## config.mk

```make
export PLATFORM = sky130hd
export DESIGN_NAME = software_timer_queue_unit
export DESIGN_NICKNAME = d
export VERILOG_FILES = /design/src/rtl/stq_pkg.sv /design/src/rtl/stq_slot_ram.sv /design/src/rtl/software_timer_queue_unit.sv
export SDC_FILE = /design/constraint.sdc
export NUM_CORES = 2
export LEC_CHECK = 0
export BUFFER_PORTS_ARGS = -buffer_cell sky130_fd_sc_hd__clkbuf_2
export CAP_MARGIN = 30
export CORE_MARGIN = 3
export CORE_UTILIZATION = 40
export DETAILED_ROUTE_END_ITERATION = 10
export RECOVER_POWER = 25
export SYNTH_ARGS = -nofsm -noshare
export SYNTH_HDL_FRONTEND = slang
export SYNTH_SLANG_ARGS = --single-unit
```

## constraint.sdc

```tcl
create_clock -name clock -period 6.2 [get_ports clock]
set_input_delay 0.31 -clock clock [delete_from_list [all_inputs] [get_ports clock]]
set_output_delay 0.31 -clock clock [all_outputs]
set_load 0.02 [all_outputs]
```

## src/rtl/stq_pkg.sv

```systemverilog
`timescale 1ns / 1ps
`default_nettype none
// ----------------------------------------------------------------------------
// Timer queue package
// Shared widths, command and result codes, and the slot record type.
// ----------------------------------------------------------------------------
package stq_pkg;

   localparam int TIMER_SLOTS     = 16;
   localparam int SLOT_BITS       = 4;
   localparam int TIME_BITS       = 48;
   localparam int PERIOD_BITS     = 32;
   localparam int GENERATION_BITS = 8;
   localparam int COUNT_BITS      = 5;

   localparam logic [1:0] CMD_CREATE = 2'd0;
   localparam logic [1:0] CMD_CANCEL = 2'd1;
   localparam logic [1:0] CMD_CLEAR  = 2'd2;
   localparam logic [1:0] CMD_TICK   = 2'd3;

   localparam logic [2:0] KIND_CREATED = 3'd0;
   localparam logic [2:0] KIND_CANCEL  = 3'd1;
   localparam logic [2:0] KIND_CLEARED = 3'd2;
   localparam logic [2:0] KIND_FIRED   = 3'd3;
   localparam logic [2:0] KIND_NONE    = 3'd4;

   localparam logic [TIME_BITS-1:0] TIME_MAX = '1;

   typedef struct packed {
      logic [TIME_BITS-1:0]   fire_time;
      logic [PERIOD_BITS-1:0] period;
   } slot_rec_type;

   typedef struct packed {
      logic [2:0]                 kind;
      logic                       ok;
      logic [SLOT_BITS-1:0]       slot;
      logic [GENERATION_BITS-1:0] generation;
      logic [COUNT_BITS-1:0]      count;
      logic                       last;
   } result_type;

   function automatic logic [TIME_BITS-1:0] sat_add(input logic [TIME_BITS-1:0] t,
                                                    input logic [PERIOD_BITS-1:0] d);
      logic [TIME_BITS:0] s;
      s = {1'b0, t} + {{(TIME_BITS + 1 - PERIOD_BITS){1'b0}}, d};
      return s[TIME_BITS] ? TIME_MAX : s[TIME_BITS-1:0];
   endfunction

endpackage
`default_nettype wire

```

## src/rtl/stq_slot_ram.sv

```systemverilog
`timescale 1ns / 1ps
`default_nettype none
// ----------------------------------------------------------------------------
// Slot record memory
// Fire time and period per slot; one write port, one registered read port.
// ----------------------------------------------------------------------------
module stq_slot_ram (
   input  wire                                    clock,
   input  wire                                    wr_en,
   input  wire        [stq_pkg::SLOT_BITS-1:0]    wr_addr,
   input  wire        stq_pkg::slot_rec_type      wr_data,
   input  wire        [stq_pkg::SLOT_BITS-1:0]    rd_addr,
   output stq_pkg::slot_rec_type                  rd_data
);

   stq_pkg::slot_rec_type mem [stq_pkg::TIMER_SLOTS];
   stq_pkg::slot_rec_type rd_data_ff;

   always_ff @(posedge clock) begin
      if (wr_en) begin
         mem[wr_addr] <= wr_data;
      end
      rd_data_ff <= mem[rd_addr];
   end

   assign rd_data = rd_data_ff;

endmodule
`default_nettype wire

```

## src/rtl/software_timer_queue_unit.sv

```systemverilog
`timescale 1ns / 1ps
`default_nettype none
// ----------------------------------------------------------------------------
// Software timer queue unit
// Sixteen one-shot or periodic timer slots driven by create, cancel, clear
// and tick requests.
// ----------------------------------------------------------------------------
// Create, cancel and clear give their result in the cycle after the request is
// taken; the next request is taken once that result is accepted.
// A tick runs repeated passes over the slot memory (one read per slot), each
// firing the earliest due timer, until none is due or all sixteen have fired;
// the last result carries the fired count and can be held by output stalls.
// Reset clears the active and periodic flags and the generation counters at once; no sweep.
// ----------------------------------------------------------------------------
module software_timer_queue_unit (
   input  wire         clock,
   input  wire         reset,
   input  wire         req_tvalid,
   output logic        req_tready,
   // command[1:0], now[49:2], duration[81:50], recurring[82],
   // cancel_slot[86:83], cancel_generation[94:87], zero fill [95]
   input  wire  [95:0] req_tdata,
   output logic        rsp_tvalid,
   input  wire         rsp_tready,
   // result_kind[2:0], ok[3], slot[7:4], generation[15:8],
   // processed_count[20:16], zero fill [23:21]
   output logic [23:0] rsp_tdata,
   output logic        rsp_tlast
);

   localparam int SB = stq_pkg::SLOT_BITS;
   localparam int GB = stq_pkg::GENERATION_BITS;
   localparam int N  = stq_pkg::TIMER_SLOTS;
   localparam int COUNT_BITS_L = stq_pkg::COUNT_BITS;

   localparam logic [2:0] ST_IDLE  = 3'd0;
   localparam logic [2:0] ST_SCAN  = 3'd1;
   localparam logic [2:0] ST_PICK  = 3'd2;
   localparam logic [2:0] ST_FIRE  = 3'd3;
   localparam logic [2:0] ST_OUT   = 3'd4;
   localparam logic [2:0] ST_READ  = 3'd5;

   logic [2:0] state_ff, state_in;
   logic [N-1:0] active_ff, active_in, periodic_ff, periodic_in, fired_ff, fired_in;
   logic [GB-1:0] gen_ff [N];
   logic [GB-1:0] gen_in [N];

   logic [stq_pkg::TIME_BITS-1:0] now_ff;

   // scan: address issued, address of data arriving
   logic [SB:0] scan_ff, scan_in;
   logic rd_ok_ff, rd_ok_in;
   logic [SB-1:0] rd_idx_ff, rd_idx_in;
   logic best_v_ff, best_v_in;
   logic [SB-1:0] best_ff, best_in;
   logic [stq_pkg::TIME_BITS-1:0] best_t_ff, best_t_in;
   logic [COUNT_BITS_L-1:0] n_ff, n_in;

   stq_pkg::result_type res_ff, res_in;
   stq_pkg::result_type pend_ff, pend_in;
   logic rsp_v_ff, rsp_v_in;

   logic wr_en;
   logic [SB-1:0] wr_addr, rd_addr;
   stq_pkg::slot_rec_type wr_data, rd_data;

   stq_slot_ram u_ram (
      .clock(clock), .wr_en(wr_en), .wr_addr(wr_addr), .wr_data(wr_data),
      .rd_addr(rd_addr), .rd_data(rd_data)
   );

   logic [SB-1:0] free_idx;
   logic free_v;
   always_comb begin
      free_idx = '0;
      free_v = 1'b0;
      for (int i = N - 1; i >= 0; i--) begin
         if (!active_ff[i]) begin
            free_idx = SB'(i);
            free_v = 1'b1;
         end
      end
   end

   assign req_tready = (state_ff == ST_IDLE) && !rsp_v_ff;
   wire accept = req_tvalid && req_tready;

   always_comb begin
      state_in = state_ff;
      active_in = active_ff;
      periodic_in = periodic_ff;
      fired_in = fired_ff;
      gen_in = gen_ff;
      scan_in = scan_ff;
      rd_ok_in = 1'b0;
      rd_idx_in = scan_ff[SB-1:0];
      best_v_in = best_v_ff;
      best_in = best_ff;
      best_t_in = best_t_ff;
      n_in = n_ff;
      res_in = res_ff;
      pend_in = pend_ff;
      rsp_v_in = rsp_v_ff;
      wr_en = 1'b0;
      wr_addr = '0;
      wr_data = '0;
      rd_addr = scan_ff[SB-1:0];
      if (rsp_v_ff && rsp_tready) begin
         rsp_v_in = 1'b0;
      end
      unique case (state_ff)
         ST_IDLE: begin
            if (accept) begin
               res_in = '0;
               res_in.last = 1'b1;
               unique case (req_tdata[1:0])
                  stq_pkg::CMD_CREATE: begin
                     res_in.kind = stq_pkg::KIND_CREATED;
                     if (free_v) begin
                        gen_in[free_idx] = gen_ff[free_idx] + GB'(1);
                        active_in[free_idx] = 1'b1;
                        periodic_in[free_idx] = req_tdata[82];
                        wr_en = 1'b1;
                        wr_addr = free_idx;
                        wr_data.period = (req_tdata[81:50] == '0) ? 32'd1 : req_tdata[81:50];
                        wr_data.fire_time = stq_pkg::sat_add(req_tdata[49:2], wr_data.period);
                        res_in.ok = 1'b1;
                        res_in.slot = free_idx;
                        res_in.generation = gen_ff[free_idx] + GB'(1);
                     end
                     rsp_v_in = 1'b1;
                  end
                  stq_pkg::CMD_CANCEL: begin
                     res_in.kind = stq_pkg::KIND_CANCEL;
                     if (active_ff[req_tdata[86:83]] &&
                         gen_ff[req_tdata[86:83]] == req_tdata[94:87]) begin
                        active_in[req_tdata[86:83]] = 1'b0;
                        res_in.ok = 1'b1;
                     end
                     rsp_v_in = 1'b1;
                  end
                  stq_pkg::CMD_CLEAR: begin
                     res_in.kind = stq_pkg::KIND_CLEARED;
                     active_in = '0;
                     rsp_v_in = 1'b1;
                  end
                  stq_pkg::CMD_TICK: begin
                     fired_in = '0;
                     n_in = '0;
                     scan_in = '0;
                     best_v_in = 1'b0;
                     state_in = ST_SCAN;
                  end
                  default: ;
               endcase
            end
         end
         ST_SCAN: begin
            // Issue one read per cycle; compare the data returned for the prior address.
            if (!scan_ff[SB]) begin
               rd_ok_in = 1'b1;
               scan_in = scan_ff + (SB + 1)'(1);
            end
            if (rd_ok_ff && active_ff[rd_idx_ff] && !fired_ff[rd_idx_ff] &&
                rd_data.fire_time <= now_ff &&
                (!best_v_ff || rd_data.fire_time < best_t_ff)) begin
               best_v_in = 1'b1;
               best_in = rd_idx_ff;
               best_t_in = rd_data.fire_time;
            end
            if (scan_ff[SB] && !rd_ok_ff) begin
               state_in = ST_PICK;
            end
         end
         ST_PICK: begin
            if (!best_v_ff) begin
               state_in = ST_OUT;
            end else begin
               rd_addr = best_ff;
               state_in = ST_READ;
            end
         end
         ST_READ: begin
            rd_addr = best_ff;
            state_in = ST_FIRE;
         end
         ST_FIRE: begin
            // A fired result is held back until the next pass shows whether it is last.
            rd_addr = best_ff;
            if (!rsp_v_ff || rsp_tready) begin
               if (n_ff != '0) begin
                  res_in = pend_ff;
                  rsp_v_in = 1'b1;
               end
               pend_in = '0;
               pend_in.kind = stq_pkg::KIND_FIRED;
               pend_in.slot = best_ff;
               pend_in.generation = gen_ff[best_ff];
               fired_in[best_ff] = 1'b1;
               if (periodic_ff[best_ff]) begin
                  wr_en = 1'b1;
                  wr_addr = best_ff;
                  wr_data.period = rd_data.period;
                  wr_data.fire_time = stq_pkg::sat_add(now_ff, rd_data.period);
               end else begin
                  active_in[best_ff] = 1'b0;
               end
               n_in = n_ff + COUNT_BITS_L'(1);
               best_v_in = 1'b0;
               scan_in = '0;
               state_in = (n_ff == COUNT_BITS_L'(N - 1)) ? ST_PICK : ST_SCAN;
            end
         end
         ST_OUT: begin
            if (!rsp_v_ff || rsp_tready) begin
               res_in = '0;
               res_in.kind = stq_pkg::KIND_NONE;
               if (n_ff != '0) begin
                  res_in = pend_ff;
                  res_in.count = n_ff;
               end
               res_in.last = 1'b1;
               rsp_v_in = 1'b1;
               state_in = ST_IDLE;
            end
         end
         default: state_in = ST_IDLE;
      endcase
   end

   always_ff @(posedge clock) begin
      if (reset) begin
         state_ff <= ST_IDLE;
         active_ff <= '0;
         periodic_ff <= '0;
         rsp_v_ff <= 1'b0;
         rd_ok_ff <= 1'b0;
         for (int i = 0; i < N; i++) begin
            gen_ff[i] <= '0;
         end
      end else begin
         state_ff <= state_in;
         active_ff <= active_in;
         periodic_ff <= periodic_in;
         rsp_v_ff <= rsp_v_in;
         rd_ok_ff <= rd_ok_in;
         gen_ff <= gen_in;
      end
   end

   always_ff @(posedge clock) begin
      if (accept) begin
         now_ff <= req_tdata[49:2];
      end
      fired_ff <= fired_in;
      scan_ff <= scan_in;
      rd_idx_ff <= rd_idx_in;
      best_v_ff <= best_v_in;
      best_ff <= best_in;
      best_t_ff <= best_t_in;
      n_ff <= n_in;
      res_ff <= res_in;
      pend_ff <= pend_in;
   end

   assign rsp_tvalid = rsp_v_ff;
   assign rsp_tlast = res_ff.last;
   assign rsp_tdata = {3'b000, res_ff.count, res_ff.generation, res_ff.slot,
                       res_ff.ok, res_ff.kind};

endmodule
`default_nettype wire
```

; ---- Word-level counts from Yosys, hierarchy flattened
; Memory sizes are Yosys's and may differ from the RTL's. A register that Yosys moved wholly into a read port is not among the register bits.
; Index checks and enable logic that the tools add are counted.
; W data, S select, Z words.
[op_classes]
n_reduce_logical = 39
muxes = 134
multipliers = 0
n_bitwise = 10
eq_ne = 22
n_addsub = 5
shift = 0
n_lt_le_gt_ge = 13
n_div = 0
[op_table]
columns = operator, n
row1 = $mux W80, 5
row2 = $pmux W80 S2, 1
row3 = $bwmux W128, 1
row4 = $mux W16, 8
row5 = $mux W22, 5
row6 = $add A48 B32 Y49, 2
row7 = $bmux W8 S4, 3
row8 = $mux W48, 2
row9 = $mux W4, 22
row10 = $pmux W22 S3, 1
row11 = $pmux W16 S2, 2
row12 = $mux W8, 7
row13 = $le A48 B48 Y1, 1
row14 = $lt A48 B48 Y1, 1
row15 = $pmux W16 S3, 1
row16 = $mux W1, 43
row17 = $and A16 B16 Y16, 2
row18 = $demux W8 S4, 1
row19 = $logic_not A32 Y1, 1
row20 = $mux W32, 1
row21 = $not A16 Y16, 2
row22 = $or A16 B16 Y16, 2
row23 = $mux W5, 5
row24 = $lt A4 B5 Y1 const B, 4
row25 = other kinds (46), 100
[totals]
rom_bits = 0
memories = 1
in_bits = 100
latchBits = 0
ramBits = 1280
reg_bits = 330
[mem_list]
columns = name, depth, width, rd, rd_clocked_by_memory_dff, wr, line_no
row1 = u_ram.mem, 16, 80, 1, 1, 1, stq_slot_ram.sv:16  ; stq_pkg::slot_rec_type mem [stq_pkg::TIMER_SLOTS];

; ---- Longest topological paths before layout
[logic_depth]
ltp_word = 25
mapped_depth = 18
mapped_depth_nobuf = 16

; ---- Hierarchy
; From an unflattened synthesis, not the netlist that was laid out.
[unflattened]
hier_cells = 4761
area_unflattened_um2 = 73655.6
[by_module_without_submodules]
columns = mod, area_each_um2, cells_each, instances
row1 = stq_slot_ram, 49437.4, 2054, 1
row2 = software_timer_queue_unit, 24218.2, 2707, 1

; ---- Least setup slack after synthesis
; OpenSTA, ideal clock, no wires.
[synth_timing]
kind = reg2reg
from = register state_ff[0]
to = memory u_ram.mem[7][0] in the netlist's numbering, enable pin
path_slack_ns = -1.152
setup_time_ns = 0.519
arrival_time_ns = 6.833
required_time_ns = 5.681
stages_incl_launch_ff = 12
cell_sequence = dfxtp_1 -> clkbuf_1 -> nor4_1 -> nand2_1 -> inv_1 -> nand2_1 -> clkbuf_1 -> nor2_1 -> o21ai_0 -> a21oi_1 -> a21oi_1 -> nor2_1
[synth_between]
elab_chain_cells = 7
word_cells_on_any_way = 10
[synth_rtl]
columns = item, line_no
row1 = from (decl), software_timer_queue_unit.sv:43  ; logic [2:0] state_ff, state_in;
row2 = from (signal assigned), software_timer_queue_unit.sv:242  ; state_ff <= state_in;
row3 = $logic_not A3 Y1 *, software_timer_queue_unit.sv:85  ; assign req_tready = (state_ff == ST_IDLE) && !rsp_v_ff;
row4 = $logic_and A1 B1 Y1 *, software_timer_queue_unit.sv:85
row5 = via req_tready, software_timer_queue_unit.sv:19  ; output logic req_tready,
row6 = $logic_and A1 B1 Y1 *, software_timer_queue_unit.sv:86  ; wire accept = req_tvalid && req_tready;
row7 = via accept, software_timer_queue_unit.sv:86
row8 = $mux W1, software_timer_queue_unit.sv:113  ; if (accept) begin
row9 = $pmux W1 S2, software_timer_queue_unit.sv:111  ; unique case (state_ff)
row10 = $mux W1, stq_slot_ram.sv:20  ; if (wr_en) begin
row11 = $mux W1 (implied by the code), stq_slot_ram.sv:21  ; mem[wr_addr] <= wr_data;
row12 = to (decl), stq_slot_ram.sv:16
; The timed path passes the listed nets; every way through them passes the cells marked *.

; ---- Final worst setup path
[layout_timing]
from = register active_ff[0]
to = memory u_ram.mem[15][10] in the netlist's numbering, enable pin
[layout_between]
elab_chain_cells = 7
word_cells_on_any_way = 12
[layout_rtl]
columns = item, line_no
row1 = from (decl), software_timer_queue_unit.sv:44  ; logic [N-1:0] active_ff, active_in, periodic_ff, periodic_in, fired_ff, fired_in;
row2 = from (signal assigned), software_timer_queue_unit.sv:243  ; active_ff <= active_in;
row3 = $mux W1, software_timer_queue_unit.sv:78  ; if (!active_ff[i]) begin
row4 = $mux W1, software_timer_queue_unit.sv:119  ; if (free_v) begin
row5 = $mux W1, software_timer_queue_unit.sv:116  ; unique case (req_tdata[1:0])
row6 = $mux W1, software_timer_queue_unit.sv:113
row7 = $pmux W1 S2, software_timer_queue_unit.sv:111
row8 = $mux W1, stq_slot_ram.sv:20
row9 = $mux W1 (implied by the code), stq_slot_ram.sv:21
; Parallel ways exist; a longest one is shown, timed or not.

==> results.json <==
{
  "timing.fmax_mhz": 184,
  "routed_wirelength_um": 200000,
  "remaining_drc_errors": 0,
  "cts_inserted_buffers": 175,
  "outcome": "finished with violations",
  "cts_tree": "done",
  "ys_ff_latch": 1690,
  "drv_slew": 184,
  "drt_pass1_iterations": 5,
  "io_pins": 127,
  "preCtsSetupSlack_ns": 0.760,
  "power_density_nw_per_um2": 294,
  "comb_power_share_pct": 7.5,
  "area_delta_synth_final_pct": 14.4,
  "tns_ns": 0,
  "worst_slew_pin_slew_ns": 2.92,
  "fin_crit_sh_pct": 87.5,
  "clkTransAtPathRegs_ns": 0.06,
  "critPathKind": "reg2reg",
  "crit_required_ns": 6.67,
  "grt_max_degree": 97,
  "synth_cell_type_count": 83,
  "drtIter0Drc": 4633,
  "gp_congestion": 0.898,
  "routedWlPerCell_um": 26.1,
  "clk_latency_ns": 0.83,
  "final.setup_skew_ns": 0.0712,
  "rsz0062_at_grt": "false",
  "dieArea_um2": 191000,
  "vias": 44300,
  "async_flop_share_pct": 0,
  "grt_use_total_pct": 20.8,
  "yosys_warnings": 0,
  "p_clk_share_pct": 42.2,
  "ant_nets": 0,
  "clock-sinks": 1690,
  "cp_max_fo": 31,
  "cp.arrival_ns": 5.89,
  "maxCapViolCount": 8,
  "period_needed_ns": 5.43,
  "hold_path.class": "in2reg",
  "portBuffers": 122,
  "p_int_uw": 19200,
  "hold_viol_final": 0,
  "layout_commonest_cell": "edfxtp_1",
  "synth_area_um2": 74200,
  "dp.final_hpwl_um": 117000,
  "synthCells": 4845,
  "antenna_found_initial": 19,
  "p_total_uw": 24900,
  "overflow": 0,
  "avgViaCountPerCell": 5.78,
  "fin_ws_ns": 0.774,
  "core_um2": 184000,
  "p_leak_uw": 0.0294,
  "netSwitchingPower_uw": 5750,
  "dieHeight_um": 437,
  "grt_pass1_vias": 44300,
  "violations": "max-capacitance violations, max-slew violations",
  "setup_viol": 0,
  "ys_dominant_reg_cell": "edfxtp_1",
  "swShare_pct": 23.0,
  "ir_drop_mv": 0.300,
  "final_cell_mix": "edfxtp_1 (1441), mux4_2 (410), nand2_1 (292)",
  "rows": 157,
  "start_util_pct": 40.4,
  "startpoint_type": "register",
  "syn_area_per_cell_um2": 15.3,
  "cts_setup_buffers": 0,
  "root_buffer": "clkbuf_16",
  "finalNetCount": 5302,
  "synth-edff-count": 1441,
  "htree_num_levels": 4,
  "fp.dieW_um": 437,
  "p_seq_share_pct": 50.3,
  "ys_seq_area_share_pct": 65.0,
  "crit_path_end_kind": "register",
  "max_slew_margin_pct": -94.5,
  "grt_first_pass_wirelength_um": 297000,
  "clockBufferDepth": 3,
  "layout-drive-gt1-share_pct": 18.1
}
cell usage after synthesis, drive strengths merged, types with 25 or more instances:
cell type,n,area [µm²]
a211oi,186,1400
a21o,58,435
a21oi,273,1370
a22o,36,315
a31oi,38,300
buf,75,337
clkbuf,242,908
dfxtp,249,4980
edfxtp,1441,43300
ha,165,2060
inv,134,503
mux2i,97,971
mux4,410,9230
nand2,293,1100
nand2b,26,163
nand3,58,290
nand4,47,294
nor2,262,983
nor2b,100,626
nor3,40,210
nor4,32,200
o211ai,29,218
o21ai,173,877
o21bai,25,188
xnor2,64,561
xor2,26,228
cell families after synthesis:
family | count (synthesis) | share of synthesized area, %
compound gates | 976 | 8.68
simple gates | 954 | 6.16
other cells | 1 | 0.00505
fa+ha+maj | 171 | 2.89
flops | 1690 | 65.0
xor+xnor | 90 | 1.06
mux | 512 | 13.8
buf+inv | 451 | 2.36
critical path: stages, from the launching register on:
cell and delay, ns:
dfxtp_1 0.83, nand4_1 0.51, nor2_1 0.39, nand2_1 0.13, and2_0 0.29, nand2_1 0.12, clkbuf_1 1.17, nor2_1 0.17
o21ai_0 0.23, a21oi_1 0.09, a21oi_1 0.14, buf_4 0.21, nor2_4 0.06, buf_4 0.29, buf_4 0.42
path summary, 6_finish.rpt:
| kind | from | end | slack, ns | cells past startpoint |
|---|---|---|---|---|
| worst max-delay path | active_ff[0] | u_ram.mem[15][10] | 0.77 | 14 |
| worst min-delay path | req_tdata[0] | rsp_tdata[1] | 0.09 | 4 |
| worst max register to register | active_ff[0] | u_ram.mem[15][10] | 0.77 | 14 |
| worst min register to register | periodic_ff[13] | periodic_ff[13] | 0.45 | 2 |
per-layer routing:
| metal | vias up | track usage, % | part of all wire (%) |
|---|---|---|---|
| met5 | - | 0 | 0 |
| met4 | 0 | 6.57 | 3.1 |
| met3 | 356 | 3.46 | 6.2 |
| met2 | 1619 | 34.3 | 49 |
| met1 | 22800 | 28.1 | 42 |
| li1 | 19600 | - | - |
metrics by stage:
| stage | hold slack [ns] | utilization, % | instance area (µm²) | std cells |
|---|---|---|---|---|
| 2_1_floorplan | 0.395 | - | 74200 | 4847 |
| 3_3_place_gp | 0.443 | 42.7 | 78500 | 7258 |
| 3_5_place_dp | 0.448 | 42.8 | 78600 | 7268 |
| 4_1_cts | 0.0289 | 46.3 | 85000 | 7649 |
| 5_1_grt | 0.0800 | 46.2 | 84900 | 7657 |
| 6_report | 0.0892 | 46.2 | 84900 | 7663 |
power groups by stage:
stage                     registers, µW  logic [µW]  clock network, µW
after floorplan                   12700        1260                  0
after global placement            12800        1820                  0
after detailed placement          12800        1840                  0
after CTS                         12500        1880              10700
after global routing              12500        2040              11200
final                             12500        1870              10500
state kept, by name, summed over array words and instances (netlist names), 5 cells and up:
signal and count:
active_ff 16, u_ram.mem 1280, rsp_tdata 21, u_ram.rd_data 80
fired_ff 16, best_t_ff 48, now_ff 48, n_ff 5
pend_ff 12, periodic_ff 16, scan_ff 5, gen_ff 128
layout make-up:
| class | count | area, µm² |
|---|---|---|
| inverters | 134 | 504 |
| fillers | 15900 | 98800 |
| flip-flops and latches | 1690 | 48300 |
| well taps | 2464 | 3080 |
| repair buffers | 328 | 2720 |
| clock inverters | 91 | 1050 |
| diodes | 11 | 27.5 |
| clock buffers | 239 | 4770 |
| multi-input cells | 2706 | 24500 |
timing repair:
item / in CTS / in global routing
setup endpoints to repair: 0 / 0
hold endpoints to repair: 66 / 0
hold buffers: 51 / 0
resized for setup: 0 / 0
(Power assumes the default switching activity.)
